<file path="src/hw/rtl/pfcs_pkg.sv">
// ----------------------------------------------------------------------------
// Folder command sequencer package
// Shared constants, frame types and the frame builder used by the sequencer.
// ----------------------------------------------------------------------------
`default_nettype none

package pfcs_pkg;

    localparam int NUM_FOLDERS = 4;
    localparam int MAX_RESULTS = 6;

    localparam logic [7:0] MUTE_CODE  = 8'd99;
    localparam logic [4:0] VOL_MAX    = 5'd30;
    localparam logic [2:0] EQ_MAX     = 3'd4;
    localparam logic [7:0] START_BYTE = 8'hAA;

    localparam logic [7:0] CMD_FOLDER_UP   = 8'h0F;
    localparam logic [7:0] CMD_FOLDER_DOWN = 8'h0E;
    localparam logic [7:0] CMD_SHUFFLE     = 8'h18;
    localparam logic [7:0] CMD_START_TRACK = 8'h02;
    localparam logic [7:0] CMD_VOLUME      = 8'h13;
    localparam logic [7:0] CMD_SELECT_SD   = 8'h0B;
    localparam logic [7:0] CMD_EQ          = 8'h1A;
    localparam logic [7:0] CMD_NEXT        = 8'h06;

    localparam logic [1:0] LAST_STEP = 2'(MAX_RESULTS - 4);

    localparam logic [1:0] CFG_ONLINE = 2'd0;
    localparam logic [1:0] CFG_VOLUME = 2'd1;
    localparam logic [1:0] CFG_EQ     = 2'd2;

    localparam logic [1:0] REQ_TICK  = 2'd0;
    localparam logic [1:0] REQ_NEXT  = 2'd1;
    localparam logic [1:0] REQ_SETUP = 2'd2;

    typedef enum logic [3:0] {
        K_UP     = 4'd0,
        K_DOWN   = 4'd1,
        K_MUTE   = 4'd2,
        K_RANDOM = 4'd3,
        K_VOLUME = 4'd4,
        K_PLAY   = 4'd5,
        K_NEXT   = 4'd6,
        K_SD     = 4'd7,
        K_EQ     = 4'd8
    } t_frame_kind;

    typedef struct packed {
        logic [2:0] len;
        logic [7:0] b4;
        logic [7:0] b3;
        logic [7:0] b2;
        logic [7:0] b1;
        logic [7:0] b0;
    } t_frame;

    typedef struct packed {
        logic        emit;
        t_frame_kind kind;
        logic        last;
        logic        load_tick;
        logic        set_done;
        logic        setup_start;
    } t_dp_cmd;

    typedef struct packed {
        logic online;
        logic tick_skip;
        logic want_mute;
        logic at_target;
        logic next_at_target;
        logic dir_up;
        logic muted;
        logic out_free;
    } t_dp_status;

    function automatic t_frame frame4(input logic [7:0] code, input logic [7:0] b3);
        t_frame f;
        f.b0  = START_BYTE;
        f.b1  = code;
        f.b2  = 8'h00;
        f.b3  = b3;
        f.b4  = 8'h00;
        f.len = 3'd4;
        return f;
    endfunction

    function automatic t_frame frame5(input logic [7:0] code, input logic [7:0] payload);
        t_frame f;
        f.b0  = START_BYTE;
        f.b1  = code;
        f.b2  = 8'h01;
        f.b3  = payload;
        f.b4  = START_BYTE + code + 8'h01 + payload;
        f.len = 3'd5;
        return f;
    endfunction

    function automatic t_frame build_frame(input t_frame_kind kind,
                                           input logic [4:0] vol,
                                           input logic [2:0] eq);
        logic [4:0] vol_sat;
        logic [2:0] eq_ok;
        t_frame     f;
        vol_sat = (vol > VOL_MAX) ? VOL_MAX : vol;
        eq_ok   = (eq > EQ_MAX) ? 3'd0 : eq;
        case (kind)
            K_UP:     f = frame4(CMD_FOLDER_UP, 8'hB9);
            K_DOWN:   f = frame4(CMD_FOLDER_DOWN, 8'hB8);
            K_MUTE:   f = frame5(CMD_VOLUME, 8'h00);
            K_RANDOM: f = frame5(CMD_SHUFFLE, 8'h05);
            K_VOLUME: f = frame5(CMD_VOLUME, {3'b000, vol_sat});
            K_PLAY:   f = frame4(CMD_START_TRACK, 8'hAC);
            K_NEXT:   f = frame4(CMD_NEXT, 8'hB0);
            K_SD:     f = frame5(CMD_SELECT_SD, 8'h01);
            K_EQ:     f = frame5(CMD_EQ, {5'b00000, eq_ok});
            default:  f = frame4(CMD_START_TRACK, 8'hAC);
        endcase
        return f;
    endfunction

endpackage

`default_nettype wire

</file>
<file path="src/hw/rtl/player_folder_command_sequencer_unit.sv">
// ----------------------------------------------------------------------------
// Player folder command sequencer
// Turns tick, next-track and setup requests into audio module command frames.
//
// Channel   Dir  Handshake                    Payload
// s_axis    in   s_axis_tvalid/s_axis_tready  tdata: desired_folder; tuser: req_type
// m_axis    out  m_axis_tvalid/m_axis_tready  tdata: frame bytes, length; tlast
// cfg       in   i_cfg_we                     i_cfg_idx, i_cfg_data
//
// A request yields one frame per cycle while m_axis does not stall, up to
// six frames; a tick first passes through a decision state. The controller
// state machine sets the frame order, and a stall on m_axis holds it in place.
// New requests are taken only when the sequence of the last one is issued.
// Reset is synchronous and active low.
// ----------------------------------------------------------------------------
`default_nettype none

module player_folder_command_sequencer_unit
    import pfcs_pkg::*;
(
    input  wire logic        i_clk,
    input  wire logic        i_rst_n,
    input  wire logic        s_axis_tvalid,
    output logic             s_axis_tready,
    input  wire logic [7:0]  s_axis_tdata,  // [7:0] desired_folder
    input  wire logic [1:0]  s_axis_tuser,  // [1:0] req_type
    output logic             m_axis_tvalid,
    input  wire logic        m_axis_tready,
    // [7:0] frame_byte0, [15:8] frame_byte1, [23:16] frame_byte2,
    // [31:24] frame_byte3, [39:32] frame_byte4, [42:40] frame_length
    output logic [47:0]      m_axis_tdata,
    output logic             m_axis_tlast,
    input  wire logic        i_cfg_we,
    input  wire logic [1:0]  i_cfg_idx,
    input  wire logic [4:0]  i_cfg_data
);

    t_dp_cmd    cmd;
    t_dp_status status;
    t_frame     frame;

    pfcs_controller u_ctrl (
        .i_clk       (i_clk),
        .i_rst_n     (i_rst_n),
        .i_req_valid (s_axis_tvalid),
        .i_req_type  (s_axis_tuser),
        .o_req_ready (s_axis_tready),
        .i_status    (status),
        .o_cmd       (cmd)
    );

    pfcs_datapath u_dp (
        .i_clk       (i_clk),
        .i_rst_n     (i_rst_n),
        .i_cfg_we    (i_cfg_we),
        .i_cfg_idx   (i_cfg_idx),
        .i_cfg_data  (i_cfg_data),
        .i_desired   (s_axis_tdata),
        .i_cmd       (cmd),
        .o_status    (status),
        .o_out_valid (m_axis_tvalid),
        .o_frame     (frame),
        .o_out_last  (m_axis_tlast),
        .i_out_ready (m_axis_tready)
    );

    assign m_axis_tdata = {5'b00000, frame};

`ifndef SYNTH
    a_emit_only_when_free: assert property (@(posedge i_clk) disable iff (!i_rst_n)
        cmd.emit |-> status.out_free)
        else $error("frame issued while output register was still full");

    a_last_returns_idle: assert property (@(posedge i_clk) disable iff (!i_rst_n)
        (cmd.emit && cmd.last) |=> s_axis_tready)
        else $error("sequencer did not return to idle after final frame");

    a_more_frames_busy: assert property (@(posedge i_clk) disable iff (!i_rst_n)
        (cmd.emit && !cmd.last) |=> !s_axis_tready)
        else $error("sequencer took a request in the middle of a sequence");

    a_short_frame_pad: assert property (@(posedge i_clk) disable iff (!i_rst_n)
        (m_axis_tvalid && (m_axis_tdata[42:40] == 3'd4)) |-> (m_axis_tdata[39:32] == 8'h00))
        else $error("four-byte frame carries a nonzero fifth byte");
`endif

endmodule

`default_nettype wire

</file>
<file path="src/hw/rtl/pfcs_datapath.sv">
// ----------------------------------------------------------------------------
// Folder command sequencer datapath
// Holds configuration, folder tracking state and the output frame register.
// ----------------------------------------------------------------------------
`default_nettype none

module pfcs_datapath
    import pfcs_pkg::*;
(
    input  wire logic        i_clk,
    input  wire logic        i_rst_n,
    input  wire logic        i_cfg_we,
    input  wire logic [1:0]  i_cfg_idx,
    input  wire logic [4:0]  i_cfg_data,
    input  wire logic [7:0]  i_desired,
    input  wire t_dp_cmd     i_cmd,
    output t_dp_status       o_status,
    output logic             o_out_valid,
    output t_frame           o_frame,
    output logic             o_out_last,
    input  wire logic        i_out_ready
);

    logic       r_online;
    logic [4:0] r_volume;
    logic [2:0] r_eq;
    logic [2:0] r_cur;
    logic [7:0] r_last_desired;
    logic       r_done;
    logic       r_muted;
    logic       r_valid;
    t_frame     r_frame;
    logic       r_last;

    logic [7:0] want_in;
    logic [7:0] cur_ext;
    logic [7:0] cur_inc;
    logic [7:0] cur_dec;
    logic       dir_up;
    logic       out_free;

    assign want_in = (((i_desired >= 8'd1) && (i_desired <= 8'(NUM_FOLDERS)))
                      || (i_desired == MUTE_CODE)) ? i_desired : 8'd1;
    assign cur_ext = {5'b00000, r_cur};
    assign cur_inc = {5'b00000, r_cur + 3'd1};
    assign cur_dec = {5'b00000, r_cur - 3'd1};
    assign dir_up  = r_last_desired > cur_ext;
    assign out_free = !r_valid || i_out_ready;

    always_comb begin
        o_status.online         = r_online;
        o_status.tick_skip      = (want_in == r_last_desired) && r_done;
        o_status.want_mute      = r_last_desired == MUTE_CODE;
        o_status.at_target      = r_last_desired == cur_ext;
        o_status.next_at_target = dir_up ? (r_last_desired == cur_inc)
                                         : (r_last_desired == cur_dec);
        o_status.dir_up         = dir_up;
        o_status.muted          = r_muted;
        o_status.out_free       = out_free;
    end

    always_ff @(posedge i_clk) begin
        if (!i_rst_n) begin
            r_online <= 1'b0;
            r_volume <= 5'd30;
            r_eq     <= 3'd1;
        end else if (i_cfg_we) begin
            case (i_cfg_idx)
                CFG_ONLINE: r_online <= i_cfg_data[0];
                CFG_VOLUME: r_volume <= i_cfg_data;
                CFG_EQ:     r_eq     <= i_cfg_data[2:0];
                default: begin
                end
            endcase
        end
    end

    always_ff @(posedge i_clk) begin
        if (!i_rst_n) begin
            r_cur          <= 3'd1;
            r_last_desired <= 8'hFF;
            r_done         <= 1'b0;
            r_muted        <= 1'b0;
        end else begin
            if (i_cmd.load_tick && (want_in != r_last_desired)) begin
                r_last_desired <= want_in;
                r_done         <= 1'b0;
            end
            if (i_cmd.set_done) begin
                r_done <= 1'b1;
            end
            if (i_cmd.setup_start) begin
                r_muted <= 1'b0;
            end
            if (i_cmd.emit) begin
                case (i_cmd.kind)
                    K_UP:     r_cur   <= r_cur + 3'd1;
                    K_DOWN:   r_cur   <= r_cur - 3'd1;
                    K_MUTE:   r_muted <= 1'b1;
                    K_VOLUME: r_muted <= 1'b0;
                    default: begin
                    end
                endcase
            end
        end
    end

    always_ff @(posedge i_clk) begin
        if (!i_rst_n) begin
            r_valid <= 1'b0;
        end else if (i_cmd.emit) begin
            r_valid <= 1'b1;
        end else if (i_out_ready) begin
            r_valid <= 1'b0;
        end
    end

    always_ff @(posedge i_clk) begin
        if (i_cmd.emit) begin
            r_frame <= build_frame(i_cmd.kind, r_volume, r_eq);
            r_last  <= i_cmd.last;
        end
    end

    assign o_out_valid = r_valid;
    assign o_frame     = r_frame;
    assign o_out_last  = r_last;

endmodule

`default_nettype wire

</file>
<file path="src/hw/rtl/pfcs_controller.sv">
// ----------------------------------------------------------------------------
// Folder command sequencer controller
// Walks the frame sequence of each request and drives the datapath commands.
// ----------------------------------------------------------------------------
`default_nettype none

module pfcs_controller
    import pfcs_pkg::*;
(
    input  wire logic        i_clk,
    input  wire logic        i_rst_n,
    input  wire logic        i_req_valid,
    input  wire logic [1:0]  i_req_type,
    output logic             o_req_ready,
    input  wire t_dp_status  i_status,
    output t_dp_cmd          o_cmd
);

    typedef enum logic [12:0] {
        S_IDLE    = 13'b0000000000001,
        S_TICK    = 13'b0000000000010,
        S_STEP    = 13'b0000000000100,
        S_MUTE    = 13'b0000000001000,
        S_RANDOM  = 13'b0000000010000,
        S_UNMUTE  = 13'b0000000100000,
        S_PLAY    = 13'b0000001000000,
        S_NEXT    = 13'b0000010000000,
        S_SD      = 13'b0000100000000,
        S_VOL     = 13'b0001000000000,
        S_EQ      = 13'b0010000000000,
        S_SU_RAND = 13'b0100000000000,
        S_SU_PLAY = 13'b1000000000000
    } t_state;

    t_state     r_state;
    t_state     n_state;
    logic [1:0] r_steps;
    logic [1:0] n_steps;

    assign o_req_ready = (r_state == S_IDLE);

    always_comb begin
        n_state = r_state;
        n_steps = r_steps;
        o_cmd   = '0;
        o_cmd.kind = K_PLAY;
        case (r_state)
            S_IDLE: begin
                if (i_req_valid && i_status.online) begin
                    case (i_req_type)
                        REQ_TICK: begin
                            o_cmd.load_tick = 1'b1;
                            if (!i_status.tick_skip) begin
                                n_state = S_TICK;
                            end
                        end
                        REQ_NEXT: n_state = S_NEXT;
                        REQ_SETUP: begin
                            o_cmd.setup_start = 1'b1;
                            n_state = S_SD;
                        end
                        default: begin
                        end
                    endcase
                end
            end
            S_TICK: begin
                n_steps = 2'd0;
                if (i_status.want_mute) begin
                    n_state = S_MUTE;
                end else if (i_status.at_target) begin
                    n_state = S_RANDOM;
                end else begin
                    n_state = S_STEP;
                end
            end
            S_STEP: begin
                if (i_status.out_free) begin
                    o_cmd.emit = 1'b1;
                    o_cmd.kind = i_status.dir_up ? K_UP : K_DOWN;
                    o_cmd.last = !i_status.next_at_target && (r_steps == LAST_STEP);
                    n_steps = r_steps + 2'd1;
                    if (i_status.next_at_target) begin
                        n_state = S_RANDOM;
                    end else if (r_steps == LAST_STEP) begin
                        n_state = S_IDLE;
                    end
                end
            end
            S_MUTE: begin
                if (i_status.out_free) begin
                    o_cmd.emit     = 1'b1;
                    o_cmd.kind     = K_MUTE;
                    o_cmd.last     = 1'b1;
                    o_cmd.set_done = 1'b1;
                    n_state = S_IDLE;
                end
            end
            S_RANDOM: begin
                if (i_status.out_free) begin
                    o_cmd.emit = 1'b1;
                    o_cmd.kind = K_RANDOM;
                    n_state = i_status.muted ? S_UNMUTE : S_PLAY;
                end
            end
            S_UNMUTE: begin
                if (i_status.out_free) begin
                    o_cmd.emit = 1'b1;
                    o_cmd.kind = K_VOLUME;
                    n_state = S_PLAY;
                end
            end
            S_PLAY: begin
                if (i_status.out_free) begin
                    o_cmd.emit     = 1'b1;
                    o_cmd.kind     = K_PLAY;
                    o_cmd.last     = 1'b1;
                    o_cmd.set_done = 1'b1;
                    n_state = S_IDLE;
                end
            end
            S_NEXT: begin
                if (i_status.out_free) begin
                    o_cmd.emit = 1'b1;
                    o_cmd.kind = K_NEXT;
                    o_cmd.last = 1'b1;
                    n_state = S_IDLE;
                end
            end
            S_SD: begin
                if (i_status.out_free) begin
                    o_cmd.emit = 1'b1;
                    o_cmd.kind = K_SD;
                    n_state = S_VOL;
                end
            end
            S_VOL: begin
                if (i_status.out_free) begin
                    o_cmd.emit = 1'b1;
                    o_cmd.kind = K_VOLUME;
                    n_state = S_EQ;
                end
            end
            S_EQ: begin
                if (i_status.out_free) begin
                    o_cmd.emit = 1'b1;
                    o_cmd.kind = K_EQ;
                    n_state = S_SU_RAND;
                end
            end
            S_SU_RAND: begin
                if (i_status.out_free) begin
                    o_cmd.emit = 1'b1;
                    o_cmd.kind = K_RANDOM;
                    n_state = S_SU_PLAY;
                end
            end
            S_SU_PLAY: begin
                if (i_status.out_free) begin
                    o_cmd.emit = 1'b1;
                    o_cmd.kind = K_PLAY;
                    o_cmd.last = 1'b1;
                    n_state = S_IDLE;
                end
            end
            default: n_state = S_IDLE;
        endcase
    end

    always_ff @(posedge i_clk) begin
        if (!i_rst_n) begin
            r_state <= S_IDLE;
            r_steps <= 2'd0;
        end else begin
            r_state <= n_state;
            r_steps <= n_steps;
        end
    end

endmodule

`default_nettype wire

</file>
<file path="config.mk">
export PLATFORM = sky130hd
export DESIGN_NAME = player_folder_command_sequencer_unit
export DESIGN_NICKNAME = d
export VERILOG_FILES = /design/src/hw/rtl/pfcs_pkg.sv /design/src/hw/rtl/player_folder_command_sequencer_unit.sv /design/src/hw/rtl/pfcs_datapath.sv /design/src/hw/rtl/pfcs_controller.sv
export SDC_FILE = /design/constraint.sdc
export NUM_CORES = 1
export LEC_CHECK = 0
export ABC_AREA = 1
export BUFFER_PORTS_ARGS = -buffer_cell sky130_fd_sc_hd__buf_4
export CAP_MARGIN = 15
export CORE_MARGIN = 8
export CORE_UTILIZATION = 57
export DETAILED_ROUTE_END_ITERATION = 10
export HOLD_SLACK_MARGIN = 0.12
export PLACE_DENSITY_LB_ADDON = 0.15
export SYNTH_ARGS = -nofsm -noshare
export SYNTH_HDL_FRONTEND = slang
export SYNTH_SLANG_ARGS = --single-unit
</file>
<file path="constraint.sdc">
create_clock -name i_clk -period 2.4 [get_ports i_clk]
set_input_delay 0 -clock i_clk [delete_from_list [all_inputs] [get_ports i_clk]]
set_output_delay 0 -clock i_clk [all_outputs]
set_load 0.01 [all_outputs]
</file>
==> results.md, run 1 <==
- The area growth from synthesis to layout is 22.9%.
- The final critical path takes up 97.6% of the cycle.
- In this run the number of H-tree levels came out at 3.
- The core region is 6830 sq um.
- After global routing the overflow that remains totals 0.
- The maximum ir drop on the vdd rail is 0.000742 V.
- After detailed routing, the number of remaining DRC violations is 0.
- The synthesized area per cell is 7.24 sq um.
- The cell count after synthesis came out at 561.
- Summed over its instances, the top area cell type makes up 18.7% of the synthesized netlist area.
- The number of hold-slack violations in the final timing report is 0.
- The cell row count is 30.
- In this design, the stage delay of the slowest critical-path cell is 0.97 ns.
- In this design, the critical path's most frequently occurring cell is sky130_fd_sc_hd__dlygate4sd3_1.
- The number of global-route vias before repair is 3766.
- The cell taking the most area after synthesis is sky130_fd_sc_hd__dfxtp_1.
- For flop-to-flop paths, the worst setup slack is 0.10 ns.
- The portion of the post-synthesis area used by sequential elements is 33.5%.
- After detailed routing, the number of vias per cell comes to 5.21.
- STA classifies the critical path startpoint as an input pin.
- The worst min-delay path class is input pin to register.
- The die is 100 microns tall.
- No sink is reached through more buffers than the 2 on the longest clock path.
- For the final database, setup skew stands at 0.0152 ns.
- The final-stage net count is 680.
- The max capacitance violation total is 0.
- The first global-routing pass estimated 17700 microns of wire.
- The pre-antenna-repair detailed-routing pass consisted of 5 iterations.
- Ranked by total cell area, the synthesized netlist is headed by sky130_fd_sc_hd__dfxtp_1, sky130_fd_sc_hd__edfxtp_1, sky130_fd_sc_hd__nand2_1.
- The detail route stage leaves a number of antenna-violating nets equal to 0.
- Of all flip-flops after synthesis, the portion carrying an async set or reset was 0%.
- After the first detailed-routing iteration, the DRC count stood at 243.
- Cells with a size suffix above 1 make up 22.2% of the layout.
- The flow ran to the end, and the final reports show no timing, DRC or antenna violations.
- The standby leakage power is 2.47 nW.
- The number of enable flip-flop cells after synthesis is 20.
- Power spread over the standard cell area amounts to 1100 nW/um^2.
- The critical path required time is 2.70 ns.
- The maximum clock rate is 427 MHz.
- The tree is rooted in a sky130_fd_sc_hd__clkbuf_8.
- The antenna cell count is 0.
- The number of antenna violations at the first check in global routing is 0.
- Data arrives at the worst endpoint at 2.64 ns.
- By count the netlist is led by sky130_fd_sc_hd__nand2_1, sky130_fd_sc_hd__inv_1, sky130_fd_sc_hd__nor2_1.
- For this block, the routed nets add up to 10700 microns of wire.
- Entering global routing, the biggest net connects 32 pins.
- The initial cell density of the core is 59.5%.
- The slew at the pin with the worst max-slew slack is 1.24 ns.
- The clock network latency to the later pin of the worst-skew pair is 0.36 ns.
- The number of unique standard cell types used by synthesis is 44.
- After layout, the worst setup slack is 0.0573 ns.
- Global routing consumed, over all layers together, 21.9% of the routing resources.
- The die covers 10100 sq um.
- The time the worst path needs with I/O delays and setup is 2.34 ns.
- Walking the worst path, the cells encountered are buf_4, inv_1, nor3_1, nand2_1, dlygate4sd3_1, o211ai_1, dlygate4sd3_1.
- During I/O placement, the number of pins put on the boundary was 73.
- The biggest fanout along the worst timing path is 10.
- For this design, the slowest cell found on the critical path is sky130_fd_sc_hd__nor3_1.
- In the final routed layout, each cell accounts on average for 14.3 microns.
- The count of final max-slew check failures is 0.
- Buffers inserted during clock tree synthesis total 9.
- The number of failing setup endpoints in the final timing report is 0.
- The critical path is of the input pin to register type.
- Clock tree synthesis found a total of 58 sinks.
- Port buffering added 46 buffers.
- The count of synthesis-stage warnings from yosys is 0.
- The CTS tree is done.
- In this run the horizontal extent of the chip is 100 microns.
- The setup TNS is 0 ns.
- The mapped netlist covers 4060 sq um.
- The count of state elements after synthesis is 58.
- The detailed-route via count is 3885.
- The final weighted congestion of routability-driven global placement is 0.964.
- The pre-CTS setup slack is -0.00276 ns.
- The most instantiated library cell after synthesis is sky130_fd_sc_hd__nand2_1.
- The detailed-placement wirelength estimate is 7390 microns.
- Measured against its own limit, the worst slew margin works out to 16.7%.
- The primary flip-flop cell chosen by synthesis mapping is sky130_fd_sc_hd__dfxtp_1.
- STA classifies the critical path endpoint as a register.
- Clock-pin slew was measured on the worst setup and hold paths at 0.08 ns.
==> layout make-up <==
type	instances	area, sq um
clock buffers	9	124
clock inverters	7	101
fillers	529	1840
inverters	86	330
multi-input cells	405	2240
flip-flops and latches	58	1360
well taps	96	120
repair buffers	85	716
==> stage by stage <==
stage | area, sq um | power, mW | instances | hold slack [ns] | utilization, %
floorplan | 4150 | 3.62 | 585 | 0.128 | -
global placement | 4430 | 4.25 | 698 | 0.218 | 64.8
detailed placement | 4430 | 4.31 | 698 | 0.223 | 64.8
CTS | 4920 | 5.38 | 740 | 0.142 | 72.0
global route | 4990 | 5.89 | 746 | 0.192 | 73.1
finish | 4990 | 5.47 | 746 | 0.141 | 73.1
==> worst max-delay path, delay by kind of cell <==
| family | cells | cell delay [ns] |
|---|---|---|
| and+or+nand+nor | 2 | 1.14 |
| buffers and inverters | 4 | 1.38 |
| AOI/OAI and AO/OA | 1 | 0.12 |
==> registers in the layout, indices dropped and copies added, names as in the netlist <==
signal / cells
u_dp.o_frame: 19
u_ctrl.r_state: 13
u_dp.r_last_desired: 8
u_dp.r_volume: 5
u_dp.r_cur: 3
u_dp.r_eq: 3
u_ctrl.r_steps: 2
u_dp.o_out_last: 1
u_dp.o_out_valid: 1
u_dp.r_done: 1
u_dp.r_muted: 1
u_dp.r_online: 1
==> cell usage in the layout (no fill, tap or decap), types with 2 or more instances in the layout <==
cell type	instances
sky130_fd_sc_hd__nand2_1	110
sky130_fd_sc_hd__inv_1	73
sky130_fd_sc_hd__nor2_1	72
sky130_fd_sc_hd__buf_4	58
sky130_fd_sc_hd__nand3_1	48
sky130_fd_sc_hd__dfxtp_1	36
sky130_fd_sc_hd__conb_1	26
sky130_fd_sc_hd__dlygate4sd3_1	26
sky130_fd_sc_hd__edfxtp_1	20
sky130_fd_sc_hd__nand2_2	15
sky130_fd_sc_hd__nand4_1	15
sky130_fd_sc_hd__a21oi_1	13
sky130_fd_sc_hd__o211ai_1	13
sky130_fd_sc_hd__ha_1	13
sky130_fd_sc_hd__o21ai_0	11
sky130_fd_sc_hd__inv_2	9
sky130_fd_sc_hd__clkbuf_8	9
sky130_fd_sc_hd__nor2_4	8
sky130_fd_sc_hd__nor3_1	7
sky130_fd_sc_hd__nand3_4	6
sky130_fd_sc_hd__o21ai_1	5
sky130_fd_sc_hd__or2_2	5
sky130_fd_sc_hd__nand3_2	5
sky130_fd_sc_hd__nand2_4	4
sky130_fd_sc_hd__nor2_2	4
sky130_fd_sc_hd__inv_4	3
sky130_fd_sc_hd__xnor2_1	3
sky130_fd_sc_hd__nand3b_1	3
sky130_fd_sc_hd__nor2_8	2
sky130_fd_sc_hd__xor2_1	2
sky130_fd_sc_hd__o21ai_2	2
sky130_fd_sc_hd__o31ai_1	2
sky130_fd_sc_hd__clkinvlp_4	2
sky130_fd_sc_hd__clkinv_4	2
sky130_fd_sc_hd__bufinv_16	2
sky130_fd_sc_hd__dfxtp_2	2
==> path summary, 6_finish.rpt <==
path,start,to,depth (start not counted)
setup / recovery,i_cfg_idx[0],u_dp.r_volume[1],7
setup reg to reg,u_dp.r_cur[1],u_dp.o_frame[38],15
hold reg to reg,u_dp.r_last_desired[7],u_dp.r_last_desired[7],2
hold / removal,s_axis_tuser[0],u_ctrl.r_state[1],5
==> timing repair <==
item                                    4_1_cts  5_1_grt
endpoints found under the hold margin        31        0
endpoints found under the setup margin        7       25
hold buffers                                 26        0
buffers inserted                              0        6
gates resized for setup                       2       10
pin swaps                                     0        5
==> per-layer routing <==
layer	vias to the layer above	routed length, microns	GRT usage (%)
met5	-	0	0
met2	152	5060	36.0
li1	1926	-	-
met1	1769	4470	25.9
met3	38	706	4.08
met4	0	420	13.3
==> logic make-up (layout without fill, tap and decap cells) <==
group | Yosys count | after routing | share of synthesized area, %
other | 2 | 26 | 0.185
adder cells (fa/ha/maj) | 13 | 13 | 4.01
flip-flops | 58 | 58 | 33.5
AND/OR/NAND/NOR | 310 | 310 | 39.0
AO/OA/AOI/OAI | 50 | 50 | 7.46
buffers and inverters | 122 | 187 | 14.4
XOR/XNOR | 6 | 6 | 1.48
==> report_power, final <==
group          switching [mW]  internal [mW]  leakage (nW)  total (mW)
Clock                   0.451          0.591         0.106        1.04
Combinational            1.84           1.10          1.87        2.95
Sequential              0.143           1.34         0.491        1.48
Total                    2.44           3.04          2.47        5.47
Note: power is estimated with default switching activity, not from simulation.
==> inputs of run 2 (changes only) <==
--- a/config.mk
+++ b/config.mk
@@ -5,14 +5,14 @@
 export SDC_FILE = /design/constraint.sdc
 export NUM_CORES = 1
 export LEC_CHECK = 0
-export ABC_AREA = 1
 export BUFFER_PORTS_ARGS = -buffer_cell sky130_fd_sc_hd__buf_4
 export CAP_MARGIN = 15
 export CORE_MARGIN = 8
-export CORE_UTILIZATION = 57
+export CORE_UTILIZATION = 56
 export DETAILED_ROUTE_END_ITERATION = 10
 export HOLD_SLACK_MARGIN = 0.12
-export PLACE_DENSITY_LB_ADDON = 0.15
+export PLACE_DENSITY_LB_ADDON = 0.05
+export SLEW_MARGIN = 20
 export SYNTH_ARGS = -nofsm -noshare
 export SYNTH_HDL_FRONTEND = slang
 export SYNTH_SLANG_ARGS = --single-unit
==> run 2 against run 1 <==
- the run now ends with negative setup slack left
- highest routed layer unchanged
- hold slack got worse by 0.025 ns
- first-iteration DRC count rose by 13%
- largest cell class unchanged
- critical endpoint is now u_dp.o_frame[38]
- clock-buffer cell count is the same
- critical path depth increased by 1
- synthesized area is 7.4% lower
- cell count down 11%
==> results.md, run 2 <==
- Data on the critical path arrives at its endpoint at 2.95 ns.
- At the pin with the least slew margin, the transition time is 0.592 ns.
- The analysis attributes to net switching a power of 1.19 mW.
- The I/O pin count is 73.
- The maximum number of pins on one net before global-route repair is 39.
- The standby leakage power is 2.53 nW.
- Along the worst path, the maximum fanout reaches 6.
- Dividing the detail-routed via count by the number of cells gives 5.93.
- The post-detailed-placement cell area is 4660 sq um.
- The CTS H-tree depth is 3.
- The start point of the critical path is u_ctrl.r_state[4].
- In the finished design, the share of the clock period the worst path needs comes to 115%.
- Among all flip-flop cells after synthesis, the most frequent one is sky130_fd_sc_hd__dfxtp_1.
- The number of design-rule violations left by the first detailed-router iteration is 275.
- Clock tree synthesis selected as its root buffer the cell sky130_fd_sc_hd__clkbuf_8.
- In this run, synthesis inferred 20 flip-flops with an integrated enable.
- The die boundary height is 97.9 microns.
- The library cells used most frequently in the layout, excluding fill and tap cells, are sky130_fd_sc_hd__buf_4, sky130_fd_sc_hd__dfxtp_1, sky130_fd_sc_hd__nand2_1, sky130_fd_sc_hd__conb_1, sky130_fd_sc_hd__nor2_1.
- The final reports fail on negative setup slack.
- The iteration count of the initial detailed-routing pass is 5.
- The finished cells cover 5750 sq um.
- The worst min-delay path class is input pin to register.
- The number of nets with antenna violations after routing is 0.
- After Yosys synthesis, XOR and XNOR cells account for 3.96% of the synthesized area.
- By area, the combinational part of the netlist is dominated by simple AND/OR/NAND/NOR gates.
- The number of global-route vias before repair came to 3859.
- The time the worst path needs with I/O delays and setup is 2.75 ns.
- The slowest cell on the critical path is sky130_fd_sc_hd__or4b_4.
- The fraction of synthesized cell area taken by the top area cell type is 20.2%.
- The clock reaches the later pin of the worst-skew pair after 0.36 ns.
- From left edge to right edge, the die measures 97.9 microns.
- For this run, design rule violations remaining after detail routing come to 0.
- The critical path class is register to register.
- Following the worst setup path forward leads to its endpoint at u_dp.o_frame[38].
- In this run, synthesis produced a sequential element count of 58.
- The flow ran to the end, but the final reports show violations.
- The total area inside the core boundary comes to 6640 sq um.
- After detailed placement, the design holds a cell count of 603.
- The register with the most flip-flops in the layout has 19 of them.
- For this run, the top clock speed supported by timing is 364 MHz.
- The first global-routing pass estimated 18800 microns of wire.
- Synthesis produced 419 cells.
- Dividing the detail-routed wire length by the instance count gives 20.4 microns.
- Summed over all layers, the global routing overflow is 0.
- The detailed-placement wirelength estimate is 7050 microns.
- The number of buffers on the longest clock path is 2.
- The routed design has 13500 microns of wire.
- After synthesis the cells add up to 3760 sq um.
- The floorplan step defined a die boundary enclosing 9590 sq um.
- Leaving out fill and tap cells, the most frequent cell in the layout is sky130_fd_sc_hd__buf_4.
- A synthesized cell averages 8.97 sq um.
- The share of total power in the clock network is 30.9%.
- The number of clock sinks seen by CTS is 58.
- In this run, the combinational gates consume 39.9% of the power.
- The number of failing setup endpoints in the final timing report is 61.
- The number of buffers and inverters on the critical path is 1.
- The overall power after layout is 3.78 mW.
- The maximum ir drop on the vdd rail is 0.000648 V.
- The initial cell density of the core is 56.6%.
- The count of final max-slew check failures is 0.
- In this run the core area contains 30 standard-cell rows.
- Relative to the synthesized area, the layout overhead comes to 52.9%.
- After synthesis, the netlist uses 66 different library cells.
- The number of hold-slack violations in the final timing report was 0.
- Per report_power, the sequential group accounts for 29.2% of the total.
- The synthesized netlist devotes 27.2% of its cell area to simple gates.
- The portion of the post-synthesis area used by sequential elements is 36.2%.
- Of all flip-flops after synthesis, the portion carrying an async set or reset was 0%.
- sky130_fd_sc_hd__dfxtp_1 takes more of the synthesized area than any other cell.
- The delay of the slowest cell on the worst path is 0.52 ns.
- The element type at the critical path end is a register.
- The terminus of the critical flop-to-flop path is u_dp.o_frame[38].
- Yosys printed 0 warnings.
- Routability-driven placement finished with a final weighted congestion of 0.939.
- The kind of cell adding the most delay to the critical path is simple AND/OR/NAND/NOR gates.
- The reg-to-reg startpoint is u_ctrl.r_state[4].
- The number of antenna violations at the first check in global routing came to 0.
- In this run the number of cells on the critical path is 8.
- The signal on the critical path passes through or4b_4, or4_4, a21oi_2, nand3b_4, nand4b_1, buf_4, or3_4, o211ai_1.
- The number of port buffers is 46.
- The mux share of post-synthesis cell area is 4.53%.
- For the final routed database, the setup TNS stands at -14.08 ns.
- Counting the buffers created by CTS gives 9.
- The cell-internal power is 2.59 mW.
- The worst slew slack as a fraction of its limit is 60.5%.
- Ranked by instance count, the synthesized netlist is headed by sky130_fd_sc_hd__dfxtp_1, sky130_fd_sc_hd__nand2_1, sky130_fd_sc_hd__nor2_1.
- The flop-to-flop setup slack is -0.35 ns.
- The antenna cell count is 0.
- TritonCTS built the clock tree.
- Setup repair after global routing could not meet its margin everywhere.
- Yosys attributes the largest share of cell area to sky130_fd_sc_hd__dfxtp_1, sky130_fd_sc_hd__edfxtp_1, sky130_fd_sc_hd__buf_4.
- Summing the areas of all compound-gate instances in the mapped netlist gives 13.6% of the synthesized area.
- The number of cell instances on the worst register-to-register path is 8.
- Net switching is 31.5% of the power.
- The critical path required time is 2.60 ns.
- The startpoint type of the worst setup path is a register.
- After the last flow step, the layout net total stands at 611.
- The most common cell in the synthesized netlist is sky130_fd_sc_hd__dfxtp_1.
- Dividing total power by cell area gives a power density of 658 nW/um^2.
- The total track usage is 23.9%.
- Clock-pin slew was measured on the worst setup and hold paths at 0.08 ns.
- In the final layout, the share of cells above drive strength 1 is 43.0%.
- The minimum setup slack in the final design is -0.348 ns.
- The adder-cell area share of the yosys netlist is 4.33%.
- Max-cap violations in this run came to 0.
- The detailed-route via count is 3922.
- The post-layout instance count excluding filler cells is 661.
- On the final layout, the worst clock skew is 0.0130 ns.
[run 2: through the flow]
step	hold WS [ns]	util [%]	setup WS [ns]
final	0.117	86.5	-0.348
after global placement	0.211	70.2	-0.186
after CTS	0.123	82.6	-0.215
after floorplan	0.125	-	-0.233
after detailed placement	0.214	70.2	-0.242
after global routing	0.136	86.5	-0.448
[run 2: layout make-up]
cell class,count,area [sq um]
Sequential cell,58,1360
Fill cell,328,896
Clock buffer,9,124
Clock inverter,7,125
Multi-Input combinational cell,324,2560
Inverter,15,56.3
Tap cell,80,100
Timing Repair Buffer,168,1420
[run 2: cell families (layout without fill, tap and decap cells)]
family / Yosys count / in the layout
AND/OR/NAND/NOR: 181 / 182
adder cells (fa/ha/maj): 13 / 13
AO/OA/AOI/OAI: 68 / 69
other: 2 / 26
flip-flops: 58 / 58
multiplexers: 17 / 17
buffers and inverters: 63 / 199
XOR/XNOR: 17 / 17
[run 2: timing repair]
item / CTS / global route
hold endpoints to repair: 35 / 0
gates cloned: 3 / 0
buffers inserted: 12 / 8
pin swaps: 24 / 14
gates resized for setup: 56 / 45
endpoints found under the setup margin: 65 / 67
hold buffers: 21 / 0
[run 2: routing by layer]
layer  global-route usage [%]  up-vias  routed length [microns]
li1                         -     1775                        -
met3                     6.69       68                      985
met5                        0        -                        0
met1                     27.4     1866                     5110
met4                     10.6        0                      721
met2                     40.5      213                     6640
[run 2: tightest hold or removal path: stages]
cell	delay, ns
sky130_fd_sc_hd__buf_4	0.09
sky130_fd_sc_hd__ha_1	0.14
sky130_fd_sc_hd__nand3_1	0.07
sky130_fd_sc_hd__a21boi_1	0.13
[run 2: worst min-delay path by stage]
stage	from	endpoint	depth (start not counted)
3_3_place_gp	i_cfg_data[3]	u_dp.r_volume[3]	3
4_1_cts	s_axis_tuser[0]	u_ctrl.r_state[7]	4
3_5_place_dp	i_cfg_data[3]	u_dp.r_volume[3]	3
5_1_grt	s_axis_tuser[0]	u_ctrl.r_state[7]	4
6_report	s_axis_tuser[0]	u_ctrl.r_state[7]	4
2_1_floorplan	i_cfg_data[0]	u_dp.r_eq[0]	2
[run 2: power groups by stage]
stage / logic (mW) / clock network [mW] / registers [mW]
5_1_grt: 1.58 / 1.22 / 1.11
3_3_place_gp: 1.01 / 0 / 1.11
4_1_cts: 1.37 / 1.16 / 1.09
6_report: 1.51 / 1.17 / 1.11
2_1_floorplan: 0.610 / 0 / 1.11
3_5_place_dp: 1.02 / 0 / 1.11
